`src/rtl/assert_macros.svh`:
```
// Assertion macros shared by the RTL files.
`ifndef ASSERT_MACROS_SVH
`define ASSERT_MACROS_SVH
`ifndef NO_ASSERTIONS
`define ASSERT_CLK(label, clk, rst, prop) \
  label: assert property (@(posedge clk) disable iff (rst) prop) \
    else $error("assertion failed");
`define ASSERT_CLK_ALWAYS(label, clk, prop) \
  label: assert property (@(posedge clk) prop) \
    else $error("assertion failed");
`else
`define ASSERT_CLK(label, clk, rst, prop)
`define ASSERT_CLK_ALWAYS(label, clk, prop)
`endif
`endif

```
`src/rtl/mctp_pkg.sv`:
```
// Constants and request codes for the multi-channel tick PWM.
package mctp_pkg;

  localparam int CHANNELS_DEF = 8;

  localparam int REQ_W  = 2;
  localparam int CHAN_W = 3;
  localparam int DUTY_W = 8;
  localparam int PINS_W = 8;

  // request codes
  localparam logic [REQ_W-1:0] REQ_TICK    = 2'd0;
  localparam logic [REQ_W-1:0] REQ_SET     = 2'd1;
  localparam logic [REQ_W-1:0] REQ_ENABLE  = 2'd2;
  localparam logic [REQ_W-1:0] REQ_DISABLE = 2'd3;

  // setpoint that keeps a channel on for the whole period
  localparam logic [DUTY_W-1:0] FULL_ON = 8'hff;

endpackage

```
`src/rtl/multi_channel_tick_pwm.sv`:
```
// Multi-channel 8-bit PWM generator advanced by tick requests.
//
// Input channel (in_valid / in_stall): req_type, channel, duty. A tick advances
// the shared 8-bit period counter and updates every enabled channel; set duty
// stores a setpoint, enable clears both duties of a channel, disable freezes
// its output level. Requests to a channel at or above CHANNELS are ignored.
// Output channel (out_valid / out_stall): one result per request, giving the
// pin levels of channels 0..7, the counter after the request and whether
// the tick handled counter value zero.
// A request passes through the input register, then the channel update logic
// feeding the result register. Throughput is one request per cycle while no
// result is held by out_stall; the result register and the input register
// form a two-deep pipe, so a new request is taken while a result waits.
// Reset (rst, synchronous) clears the counter, all duties, enables and levels
// and empties the pipe. While out_stall is high the result holds; the input
// register keeps its request and in_stall rises once it is full.
`include "assert_macros.svh"

module multi_channel_tick_pwm #(
  parameter int CHANNELS = mctp_pkg::CHANNELS_DEF
) (
  input  logic                            clk,
  input  logic                            rst,
  input  logic                            in_valid,
  output logic                            in_stall,
  input  logic [mctp_pkg::REQ_W-1:0]      req_type,
  input  logic [mctp_pkg::CHAN_W-1:0]     channel,
  input  logic [mctp_pkg::DUTY_W-1:0]     duty,
  output logic                            out_valid,
  input  logic                            out_stall,
  output logic [mctp_pkg::PINS_W-1:0]     pin_levels,
  output logic [mctp_pkg::DUTY_W-1:0]     cycle_position,
  output logic                            period_start
);
  import mctp_pkg::*;

  localparam int LevelW = (CHANNELS > PINS_W) ? CHANNELS : PINS_W;

  // input register
  logic                s1_valid;
  logic [REQ_W-1:0]    s1_req;
  logic [CHAN_W-1:0]   s1_chan;
  logic [DUTY_W-1:0]   s1_duty;

  // PWM state
  logic [DUTY_W-1:0]                count;
  logic [CHANNELS-1:0][DUTY_W-1:0]  setpoint;
  logic [CHANNELS-1:0][DUTY_W-1:0]  active;
  logic [CHANNELS-1:0]              on;
  logic [CHANNELS-1:0]              level;

  logic [DUTY_W-1:0]                count_next;
  logic [CHANNELS-1:0][DUTY_W-1:0]  setpoint_next;
  logic [CHANNELS-1:0][DUTY_W-1:0]  active_next;
  logic [CHANNELS-1:0]              on_next;
  logic [CHANNELS-1:0]              level_next;
  logic [LevelW-1:0]                level_pad;
  logic [CHANNELS-1:0]              hit;
  logic                             start_next;

  logic adv;
  logic in_xfer;

  // pipe control
  assign adv      = s1_valid && (!out_valid || !out_stall);
  assign in_stall = s1_valid && !adv;
  assign in_xfer  = in_valid && !in_stall;

  always_ff @(posedge clk) begin
    if (rst) begin
      s1_valid <= 1'b0;
    end else if (in_xfer) begin
      s1_valid <= 1'b1;
    end else if (adv) begin
      s1_valid <= 1'b0;
    end
  end

  always_ff @(posedge clk) begin
    if (in_xfer) begin
      s1_req  <= req_type;
      s1_chan <= channel;
      s1_duty <= duty;
    end
  end

  // channel select decode
  always_comb begin
    for (int c = 0; c < CHANNELS; c++) begin
      hit[c] = (int'(s1_chan) == c);
    end
  end

  // per-channel update for the request in the input register
  always_comb begin
    count_next    = count;
    setpoint_next = setpoint;
    active_next   = active;
    on_next       = on;
    level_next    = level;
    start_next    = 1'b0;
    unique case (s1_req)
      REQ_TICK: begin
        start_next = (count == '0);
        count_next = count + DUTY_W'(1);
        for (int c = 0; c < CHANNELS; c++) begin
          if (on[c]) begin
            if (count == '0) begin
              active_next[c] = setpoint[c];
              level_next[c]  = (setpoint[c] != '0);
            end else if (count == active[c] && setpoint[c] != FULL_ON) begin
              level_next[c] = 1'b0;
            end
          end
        end
      end
      REQ_SET: begin
        for (int c = 0; c < CHANNELS; c++) begin
          if (hit[c]) setpoint_next[c] = s1_duty;
        end
      end
      REQ_ENABLE: begin
        for (int c = 0; c < CHANNELS; c++) begin
          if (hit[c]) begin
            on_next[c]       = 1'b1;
            setpoint_next[c] = '0;
            active_next[c]   = '0;
          end
        end
      end
      REQ_DISABLE: begin
        for (int c = 0; c < CHANNELS; c++) begin
          if (hit[c]) on_next[c] = 1'b0;
        end
      end
      default: begin
        start_next = 1'b0;
      end
    endcase
  end

  assign level_pad = LevelW'(level_next);

  // state registers
  always_ff @(posedge clk) begin
    if (rst) begin
      count    <= '0;
      setpoint <= '0;
      active   <= '0;
      on       <= '0;
      level    <= '0;
    end else if (adv) begin
      count    <= count_next;
      setpoint <= setpoint_next;
      active   <= active_next;
      on       <= on_next;
      level    <= level_next;
    end
  end

  // result register
  always_ff @(posedge clk) begin
    if (rst) begin
      out_valid <= 1'b0;
    end else if (adv) begin
      out_valid <= 1'b1;
    end else if (!out_stall) begin
      out_valid <= 1'b0;
    end
  end

  always_ff @(posedge clk) begin
    if (adv) begin
      pin_levels     <= level_pad[PINS_W-1:0];
      cycle_position <= count_next;
      period_start   <= start_next;
    end
  end

  // checks
  `ASSERT_CLK(a_adv_gives_result, clk, rst, adv |=> out_valid)
  `ASSERT_CLK(a_tick_counts, clk, rst, adv && s1_req == REQ_TICK |=> count == $past(count) + 1'b1)
  `ASSERT_CLK(a_other_holds_count, clk, rst, (adv && s1_req != REQ_TICK) |=> $stable(count))
  `ASSERT_CLK(a_start_at_one, clk, rst, out_valid && period_start |-> cycle_position == DUTY_W'(1))
  `ASSERT_CLK(a_disabled_frozen, clk, rst, adv |=> (level & ~$past(on)) == $past(level & ~on))
  `ASSERT_CLK_ALWAYS(a_reset_empties, clk, rst |=> (!out_valid && !s1_valid))

endmodule
```
`config.mk`:
```
export PLATFORM = sky130hd
export DESIGN_NAME = multi_channel_tick_pwm
export DESIGN_NICKNAME = d
export VERILOG_FILES = /design/src/rtl/mctp_pkg.sv /design/src/rtl/multi_channel_tick_pwm.sv
export VERILOG_INCLUDE_DIRS = /design/src /design/src/rtl
export SDC_FILE = /design/constraint.sdc
export NUM_CORES = 1
export LEC_CHECK = 0
export BUFFER_PORTS_ARGS = -buffer_cell sky130_fd_sc_hd__buf_2
export CORE_ASPECT_RATIO = 0.7
export CORE_UTILIZATION = 41
export DETAILED_ROUTE_END_ITERATION = 16
export PLACE_DENSITY = 0.68
export SETUP_SLACK_MARGIN = 0.4
export SLEW_MARGIN = 20
export SYNTH_ARGS = -nofsm -noshare
export SYNTH_HDL_FRONTEND = slang
export SYNTH_SLANG_ARGS = --single-unit
```
`constraint.sdc`:
```
create_clock -name clk -period 3.1 [get_ports clk]
set_clock_uncertainty 0.15 [all_clocks]
set_input_delay 0.62 -clock clk [delete_from_list [all_inputs] [get_ports clk]]
set_output_delay 0.62 -clock clk [all_outputs]
set_load 0.005 [all_outputs]
```
==> impl_results.md, run 1 <==
* Status: finished clean
* Vias in the first global route at between 5000 and 6000
* End-of-flow core utilization at 0.479
* Setup bufs post-CTS at 0
* Final wirelength at 20900 microns
* Synth cell types at 46
* Overall power at 0.00498 W
* Peak Freq at 406 MHz
* Die Y at 119 microns
* Die ar. at 0.0202 sq mm
* Max-slew headroom at 0.445
* Mux contribution to synthesized area at 0.0896
* Gpl congestion at roughly 0.86
* CP Launch Type: register
* Syn Nets at slightly above 800
* Synth async-reset ratio at 0
* Switch share at 0.251
* Worst Setup EP: active[21]$_SDFFE_PP0P_
* H-tree depth at 4
* Largest net degree at the start of global routing at about 100
* R2R cell count at 7
* Area of the multi-input gates at between 0.003 and 0.004 sq mm
* Post-synth EDFFs at 30
* Reg-to-reg endpoint: active[21]$_SDFFE_PP0P_
* Final period utilization at 0.795
* I/O pins at 36
* Fillcell total at 1794
* P_int at between 0.003 and 0.004 W
* Power Dens Cells at 545 mW/mm^2
* Worst-path maximum fanout at 16
* Hold Crit Depth at 1
* Final min period at 2.46 ns
* Hold crit path type: input port to register
* Final Slew Violations at 0
* CTS root buf: clkbuf_16
* Part of the power in registers at 0.502
* R2r setup slk at 0.64 ns
* Cell Rows at 42
* First-pass GRT wire length at 32400 microns
* Endpoints failing hold at 0
* Number of port buffers at 35
* Die Wd at 169 microns
* Hold_buf cts at 0
* RSZ-0062 raised after global routing: no
* CTS tree: built
* Drt pass-1 iters at 7
* Max IR drop VDD at 0.392 mV
* Setup ws final at 0.635 ns
* CP Launch Point: s1_req[0]$_DFFE_PP_
* Power share of the clock group at 0.436
* Compound-gate portion of the synthesized area at 0.142
* Leak at 3.95 nW
* Initial Util at 0.421
* Drt initial violations at 551
* Final setup viols at 0
* DRC Markers at 0
* Sink Count at approximately 180
* Top FF cell, synth: dfxtp_1
* Xor-xnor portion of the synthesized cell area at 0.0828
* Initial antenna violation count at 0
* Total gr overflow at 0
* Clk pin slew, worst setup/hold paths at 0.07 ns
* Total global-route track usage at 0.214
* Main combinational cell family by area after synthesis: simple AND/OR/NAND/NOR gates
* Reg-to-Reg Start: s1_req[0]$_DFFE_PP_
* Post-DP HPWL at between 10000 and 15000 microns
* Crit Path Class: register to register
* CP arrival at 2.63 ns
* Final net count at around 840
* NetSw at 0.00125 W
* Worst skew pair latency at 0.43 ns
* #FFs+latches synth at around 180
* Post-DR wirelength/cell at 19.1 microns
* Seq/Total Area, Yosys at 0.496
* Area Overhead vs Synth at 13.8%
* Post_cts resized at 0
* Via/cell ratio at 5.55
* Worst endpoint required time at 3.26 ns
* Adder-cell share of the synthesized area at 0.00934
* DRT antenna net count at 0
* Area of the core at around 0.019 sq mm
* Dpl ws at 0.488 ns
* Sum of negative setup slack at 0 ns
* Ys Warns at 0
* Slew @ Worst Pin at about 0.83 ns
* Layout cells sized above 1 at 0.149
* Max_cap viols at 0
* Bufs on Longest Clock Path at 2
* Syn avg cell area at 10.2 sq um
* Critical Path Sink Type: register
* Sequential Area at 0.00398 sq mm
* N_diodes at 0
* CTS Buf Count at 17
* Synth Instances at between 700 and 800
* Cell Area, Synth at 0.00804 sq mm
* Combinational Power Share at 0.062
* Routed vias at 6080
* Post-Synth Simple-Gate Area at 0.147
## worst max-delay path, cell delays in order, from the launching register on
cell and delay (ns):
edfxtp_1 0.43, inv_1 0.13, ha_1 0.34, buf_4 0.29
a31oi_1 0.15, buf_4 0.18, o31a_1 0.41, a22o_1 0.29
## cell usage after synthesis, drive strengths merged, types with 11 or more instances
library cell | n | area [sq um]
dfxtp | 154 | 3080
mux2i | 72 | 721
a21oi | 13 | 65.1
a31o | 15 | 131
and2 | 11 | 68.8
xor2 | 18 | 158
edfxtp | 30 | 901
nor2b | 18 | 113
or4 | 14 | 105
a22o | 56 | 490
nand2 | 32 | 123
nand4 | 27 | 169
nor2 | 96 | 363
o21ai | 32 | 186
clkbuf | 29 | 110
xnor2 | 58 | 508
buf | 20 | 120
## final cells by class
type | instances | share of cell area
Tap cell | 264 | 0.0361
Timing Repair Buffer | 64 | 0.0443
Multi-Input combinational cell | 541 | 0.414
Inverter | 11 | 0.00451
Clock inverter | 13 | 0.0137
Clock buffer | 19 | 0.0520
Sequential cell | 184 | 0.436
## state kept, by name, indices dropped and copies added, names as in the netlist
register	count
out_valid	1
cycle_position	8
s1_req	2
setpoint	64
count	8
on	8
level	8
active	64
pin_levels	8
s1_chan	3
s1_duty	8
period_start	1
s1_valid	1
## kinds of logic (layout without fill, tap and decap cells)
family          count (synthesis)  after routing
compound gates                152            152
xor+xnor                       76             76
fa+ha+maj                       6              6
buf+inv                        60            107
flops                         184            184
mux                            72             72
simple gates                  235            235
## power by group through the flow
| stage | sequential, W | combinational [W] | clock, W |
|---|---|---|---|
| global placement | 0.00255 | 0.000304 | 0 |
| detailed placement | 0.00255 | 0.000306 | 0 |
| CTS | 0.00250 | 0.000308 | 0.00220 |
| finish | 0.00250 | 0.000310 | 0.00217 |
| floorplan | 0.00254 | 0.000188 | 0 |
| global route | 0.00250 | 0.000334 | 0.00230 |
## worst min path at each step
stage / start / end / slack (ns)
2_1_floorplan: s1_valid$_SDFFE_PP0P_ / out_valid$_SDFFE_PP0P_ / 0.29
3_3_place_gp: s1_valid$_SDFFE_PP0P_ / out_valid$_SDFFE_PP0P_ / 0.31
3_5_place_dp: s1_valid$_SDFFE_PP0P_ / out_valid$_SDFFE_PP0P_ / 0.34
4_1_cts: duty[3] / s1_duty[3]$_DFFE_PP_ / 0.21
5_1_grt: duty[6] / s1_duty[6]$_DFFE_PP_ / 0.20
6_report: duty[3] / s1_duty[3]$_DFFE_PP_ / 0.21
## routing by layer
layer	vias up	GRT usage	routed length [microns]
met3	34	0.0409	1370
li1	2899	-	-
met1	2920	0.317	10200
met2	227	0.316	9040
met4	0	0.0574	330
met5	-	0	0
## placed cells by master, fill, tap and decap left out, types with 5 or more instances in the layout
master	n
a211oi_1	8
a21oi_1	13
a22o_1	56
a31o_2	15
a31oi_1	8
and2_1	11
buf_2	35
buf_4	28
clkbuf_16	19
clkinv_4	5
dfxtp_1	154
edfxtp_1	30
ha_1	6
inv_1	10
mux2i_1	72
nand2_1	31
nand3_1	10
nand4_1	27
nor2_1	95
nor2b_1	18
nor3_1	5
nor4_1	9
o21ai_0	25
o21ai_2	7
o22ai_1	7
o31a_1	6
or4_1	14
xnor2_1	58
xor2_1	18
## through the flow
step | instances | area [sq um] | hold WS (ns)
6_report | 1096 | 9150 | 0.212
5_1_grt | 1096 | 9150 | 0.202
4_1_cts | 1096 | 9150 | 0.206
3_5_place_dp | 1064 | 8540 | 0.336
3_3_place_gp | 1064 | 8540 | 0.313
2_1_floorplan | 785 | 8040 | 0.291
Note: power is estimated with default switching activity, not from simulation.
==> inputs of run 2 (changes only) <==
--- a/config.mk
+++ b/config.mk
@@ -10,7 +10,7 @@
 export CORE_ASPECT_RATIO = 0.7
 export CORE_UTILIZATION = 41
 export DETAILED_ROUTE_END_ITERATION = 16
-export PLACE_DENSITY = 0.68
+export PLACE_DENSITY = 0.7
 export SETUP_SLACK_MARGIN = 0.4
 export SLEW_MARGIN = 20
 export SYNTH_ARGS = -nofsm -noshare
==> constraint.sdc (replaced) <==
create_clock -name clk -period 2.1 [get_ports clk]
set_clock_uncertainty 0.15 [all_clocks]
set_input_delay 0.42 -clock clk [delete_from_list [all_inputs] [get_ports clk]]
set_output_delay 0.42 -clock clk [all_outputs]
set_load 0.005 [all_outputs]
==> impl_results.md, run 2 (synthesized netlist as in run 1, its figures left out) <==
* Final min period at around 2.1 ns
* Worst skew pair latency at ~0.43 ns
* Die Y at between 100 and 150 microns
* Dpl cells at between 1000 and 1500
* Clk pin slew, worst setup/hold paths at 0.07 ns
* Peak Freq at 480 MHz
* Final period utilization at 0.993
* Total global-route track usage at 0.231
* DRC Markers at 0
* Fillcell total at 1546
* Layout cells sized above 1 at 0.310
* Sink Count at 184
* Final Non-Filler Cells at about 1200
* Final setup viols at 0
* Largest net degree at the start of global routing at 32
* Overall power at 0.00768 W
* Max_cap viols at 0
* DRT antenna net count at 0
* Critical Path Sink Type: register
* N_diodes at 0
* Final Slew Violations at 0
* CTS root buf: clkbuf_16
* Most frequent cells in the layout: dfxtp_1, nor2_1, mux2i_1, a22o_1, xnor2_1
* Worst endpoint required time at 2.26 ns
* Initial antenna violation count at 1
* CTS Buf Count at 17
* CP arrival at around 2.2 ns
* Top Registers: active: 64 flops, setpoint: 64 flops
* Area Overhead vs Synth at 31.8%
* GRT met3 Usage at 0.0562
* Most common cell after layout, fill and taps aside: dfxtp_1
* Vias in the first global route at 6186
* Leak at 4.54 nW
* Crit path largest cell delay at between 0.4 and 0.5 ns
* First-pass GRT wire length at 35000 microns
* GRT met1 Usage at 0.313
* Hold crit path type: input port to register
* Crit Path Class: register to register
* Reg-to-Reg Start: count[0]$_SDFFE_PP0P_
* Post-DP HPWL at 14300 microns
* Worst-path maximum fanout at 8
* Area of the core at around 0.019 sq mm
* Slowest cell on crit path: a221o_1
* Status: finished clean
* Routed vias at 6645
* Setup ws final at 0.0155 ns
* Power Dens Cells at 725 mW/mm^2
* RSZ-0062 raised after global routing: yes
* Post-DR wirelength/cell at 20.4 microns
* Cell Rows at 42
* H-tree depth at 4
* Bufs on Longest Clock Path at 2
* Hold_sp: duty[4]
* Max IR drop VDD at 0.546 mV
* Drt pass-1 iters at 5
* Initial Util at 0.421
* Number of port buffers at 35
* Critical-path cell list: inv_2 -> ha_4 -> nor4b_4 -> buf_6 -> nand2_4 -> a221o_1 -> buf_12 -> mux2i_1 -> nor2_1
* Max-slew headroom at 0.738
* Die ar. at about 0.020 sq mm
* Total gr overflow at 0
* Buffers plus inverters on the worst setup path at 3
* CTS tree: built
* Via/cell ratio at 5.66
* Final net count at 919
* Final wirelength at between 20000 and 25000 microns
* Drt initial violations at 530
* Worst hold margin at 0.0113 ns
* CP delay by family, top: compound AO/OA/AOI/OAI gates
* Die Wd at roughly 170 microns
* Gpl congestion at approximately 0.9
* Met2 usage at 0.353
* CP Launch Point: count[0]$_SDFFE_PP0P_
* I/O pins at 36
* Gr busiest metal: met2
* Slew @ Worst Pin at 0.392 ns
* CP Launch Type: register
* Dpl ws at -0.0456 ns
* Endpoints failing hold at 0
## run 2: cell types whose count changed in the layout (fill, tap and decap cells not counted), moves of 10 or more
| cell | delta |
|---|---|
| buf_6 | +34 |
| and2_1 | -10 |
| o21ai_0 | -18 |
| buf_12 | +16 |
| o21ai_1 | +13 |
| buf_4 | +21 |
## run 2: timing repair
item / CTS / global route
buffers inserted: 19 / 23
pin swaps: 71 / 71
gates resized for setup: 56 / 121
gates cloned: 0 / 0
hold endpoints to repair: 0 / 2
setup endpoints to repair: 169 / 168
hold buffers: 0 / 2
## run 2: power breakdown
| part | internal, W | total (W) | switching (W) |
|---|---|---|---|
| Combinational | 0.000310 | 0.000704 | 0.000394 |
| Sequential | 0.00364 | 0.00369 | 0.0000483 |
| Clock | 0.00185 | 0.00329 | 0.00144 |
| Total | 0.00580 | 0.00768 | 0.00188 |
## run 2: path summary, 6_finish.rpt
check,depth (start not counted),slack (ns),to
setup reg to reg,9,0.02,active[7]$_SDFFE_PP0P_
hold / removal,1,0.01,s1_duty[4]$_DFFE_PP_
setup / recovery,9,0.02,active[7]$_SDFFE_PP0P_
hold reg to reg,2,0.33,out_valid$_SDFFE_PP0P_
## run 2: per-layer routing
layer,share of wire,vias to the layer above,wire [microns]
met5,0,-,0
li1,-,3058,-
met3,0.091,83,2170
met4,0.039,0,944
met2,0.44,331,10600
met1,0.43,3173,10200
## run 2: final cells by class
cell class,instances,area [sq um],area share
inverters,11,53.8,0.00508
clock inverters,12,138,0.0130
clock buffers,20,458,0.0432
flip-flops and latches,184,4000,0.377
well taps,264,330,0.0312
repair buffers,141,1350,0.127
multi-input cells,541,4270,0.403
## run 2: worst register-to-register path, stage by stage (launching register included)
cell and delay, ns:
dfxtp_2 0.33, inv_2 0.07, ha_4 0.13, nor4b_4 0.21
buf_6 0.17, nand2_4 0.06, a221o_1 0.41, buf_12 0.16
mux2i_1 0.20, nor2_1 0.07
## run 2: metrics by stage
| step | TNS, ns | utilization | instance area, sq um |
|---|---|---|---|
| after CTS | 0 | 0.524 | 10000 |
| after global placement | -0.333 | 0.469 | 8940 |
| after detailed placement | -1.46 | 0.469 | 8940 |
| after global routing | -0.0155 | 0.555 | 10600 |
| final | 0 | 0.555 | 10600 |
| after floorplan | 0 | - | 8190 |
==> inputs of run 3 (changes only) <==
--- a/config.mk
+++ b/config.mk
@@ -8,9 +8,9 @@
 export LEC_CHECK = 0
 export BUFFER_PORTS_ARGS = -buffer_cell sky130_fd_sc_hd__buf_2
 export CORE_ASPECT_RATIO = 0.7
-export CORE_UTILIZATION = 41
+export CORE_UTILIZATION = 50
 export DETAILED_ROUTE_END_ITERATION = 16
-export PLACE_DENSITY = 0.7
+export PLACE_DENSITY = 0.81
 export SETUP_SLACK_MARGIN = 0.4
 export SLEW_MARGIN = 20
 export SYNTH_ARGS = -nofsm -noshare
==> impl_results.md, run 3 (synthesized netlist as in run 1, its figures left out) <==
* First-pass GRT wire length at 35700 microns
* Area of the core at 0.0156 sq mm
* Leak at between 4 and 5 nW
* Failing checks: negative setup slack
* Gpl congestion at 0.878
* DRT antenna net count at 0
* Number of port buffers at 35
* Largest net degree at the start of global routing at 44
* Via/cell ratio at 6.23
* Top cell by count, worst path: buf_6
* Crit Path Class: register to register
* Worst hold margin at 0.00779 ns
* Drt initial violations at 601
* Routed vias at 6881
* Bufs on Longest Clock Path at 2
* Endpoints failing hold at 0
* Die Wd at 154 microns
* Status: finished with violations
* Slew @ Worst Pin at 0.475 ns
* Initial antenna violation count at 0
* Buffers plus inverters on the worst setup path at 3
* Most common cell after layout, fill and taps aside: dfxtp_1
* Reg-to-reg endpoint: cycle_position[5]$_DFFE_PP_
* Post-DR wirelength/cell at 22.7 microns
* R2r setup slk at -0.04 ns
* Reg-to-Reg Start: s1_req[1]$_DFFE_PP_
* Die ar. at 0.0166 sq mm
* Worst skew pair latency at 0.43 ns
* N_diodes at 0
* Hold Crit Depth at 1
* RSZ-0062 raised after global routing: yes
* Total gr overflow at 0
* Final setup viols at 8
* Final min period at ~2.1 ns
* Peak Freq at 468 MHz
* Hold_sp: duty[1]
* CP delay by family, top: flip-flops
* CP Launch Type: register
* Hold endpoint: s1_duty[1]$_DFFE_PP_
* I/O pins at 36
* Hold crit path type: input port to register
* Sink Count at ~180
* Vias in the first global route at about 6500
* Clk pin slew, worst setup/hold paths at 0.07 ns
* Final net count at 914
* Sequential Area at 0.00400 sq mm
* R2R cell count at 7
* DRC Markers at 0
* Power Dens Cells at 714 mW/mm^2
* Total global-route track usage at 0.282
* Fillcell total at 1070
* Max_cap viols at 0
* Sum of negative setup slack at -0.106 ns
* Crit path largest cell delay at 0.49 ns
* CP arrival at 2.17 ns
* Max-slew headroom at 0.682
* Area of the multi-input gates at about 0.0044 sq mm
* Critical Path Sink Type: register
* CTS Buf Count at 17
* Hold_buf cts at 0
* Setup ws final at -0.0352 ns
* Area Overhead vs Synth at 31.1%
* CTS tree: built
* Layout cells sized above 1 at 0.315
* CTS root buf: clkbuf_16
* Cell Rows at 38
* Worst-path maximum fanout at 7
* Initial Util at 0.515
* Max IR drop VDD at 0.474 mV
* H-tree depth at 4
* Worst endpoint required time at roughly 2.1 ns
* Die Y at roughly 110 microns
* Top Registers: active: 64 flops, setpoint: 64 flops
* Final period utilization at 1.02
* Drt pass-1 iters at 5
* Crit path depth at 7
* End-of-flow core utilization at 0.676
* Most frequent cells in the layout: dfxtp_1, nor2_1, mux2i_1, a22o_1, xnor2_1
* Final wirelength at approximately 25000 microns
* Critical-path cell list: inv_2 -> ha_4 -> buf_6 -> nand4_1 -> or2_4 -> buf_6 -> xnor2_1
* Slowest cell on crit path: edfxtp_1
* Post-DP HPWL at 13800 microns
* Final Slew Violations at 0
run 3: per-stage QoR:
stage	total power, W	worst slack (ns)	cell area, sq um	std cells
2_1_floorplan	0.00406	0.109	8190	785
3_3_place_gp	0.00426	-0.0506	8870	1031
3_5_place_dp	0.00427	-0.127	8870	1031
4_1_cts	0.00742	0.0400	10000	1090
5_1_grt	0.00771	-0.110	10500	1104
6_report	0.00753	-0.0352	10500	1104
run 3: layout make-up:
| class | instances | area share |
|---|---|---|
| sequential | 184 | 0.379 |
| tap | 200 | 0.0237 |
| multi-input combinational | 541 | 0.417 |
| timing repair buffer | 136 | 0.121 |
| clock inverter | 10 | 0.00878 |
| inverter | 11 | 0.00463 |
| clock buffer | 22 | 0.0450 |
run 3: repair_timing:
| action | CTS | global route |
|---|---|---|
| gates resized for setup | 87 | 103 |
| buffers inserted | 27 | 13 |
| endpoints found under the setup margin | 170 | 170 |
| pin swaps | 64 | 36 |
| cloned | 0 | 1 |
run 3: worst max-delay path by stage:
| stage | start | end | slack, ns |
|---|---|---|---|
| global placement | s1_req[1]$_DFFE_PP_ | setpoint[47]$_SDFFE_PP0P_ | -0.05 |
| floorplan | count[0]$_SDFFE_PP0P_ | active[0]$_SDFFE_PP0P_ | 0.11 |
| detailed placement | s1_req[1]$_DFFE_PP_ | setpoint[63]$_SDFFE_PP0P_ | -0.13 |
| CTS | count[0]$_SDFFE_PP0P_ | active[50]$_SDFFE_PP0P_ | 0.04 |
| global route | s1_req[1]$_DFFE_PP_ | active[1]$_SDFFE_PP0P_ | -0.11 |
| finish | s1_req[1]$_DFFE_PP_ | cycle_position[5]$_DFFE_PP_ | -0.04 |
run 3: layer usage:
layer  vias to the layer above  GRT usage  part of all wire
met5                         -          0                 0
met4                         0      0.124             0.048
met1                      3359      0.372              0.41
met3                        93     0.0589             0.085
met2                       390      0.449              0.46
li1                       3039          -                 -
run 3: report_power, final:
part	switching, W	internal (W)	total, W
combinational	0.000393	0.000298	0.000690
clock	0.00141	0.00174	0.00315
sequential	0.0000542	0.00364	0.00369
total	0.00186	0.00567	0.00753
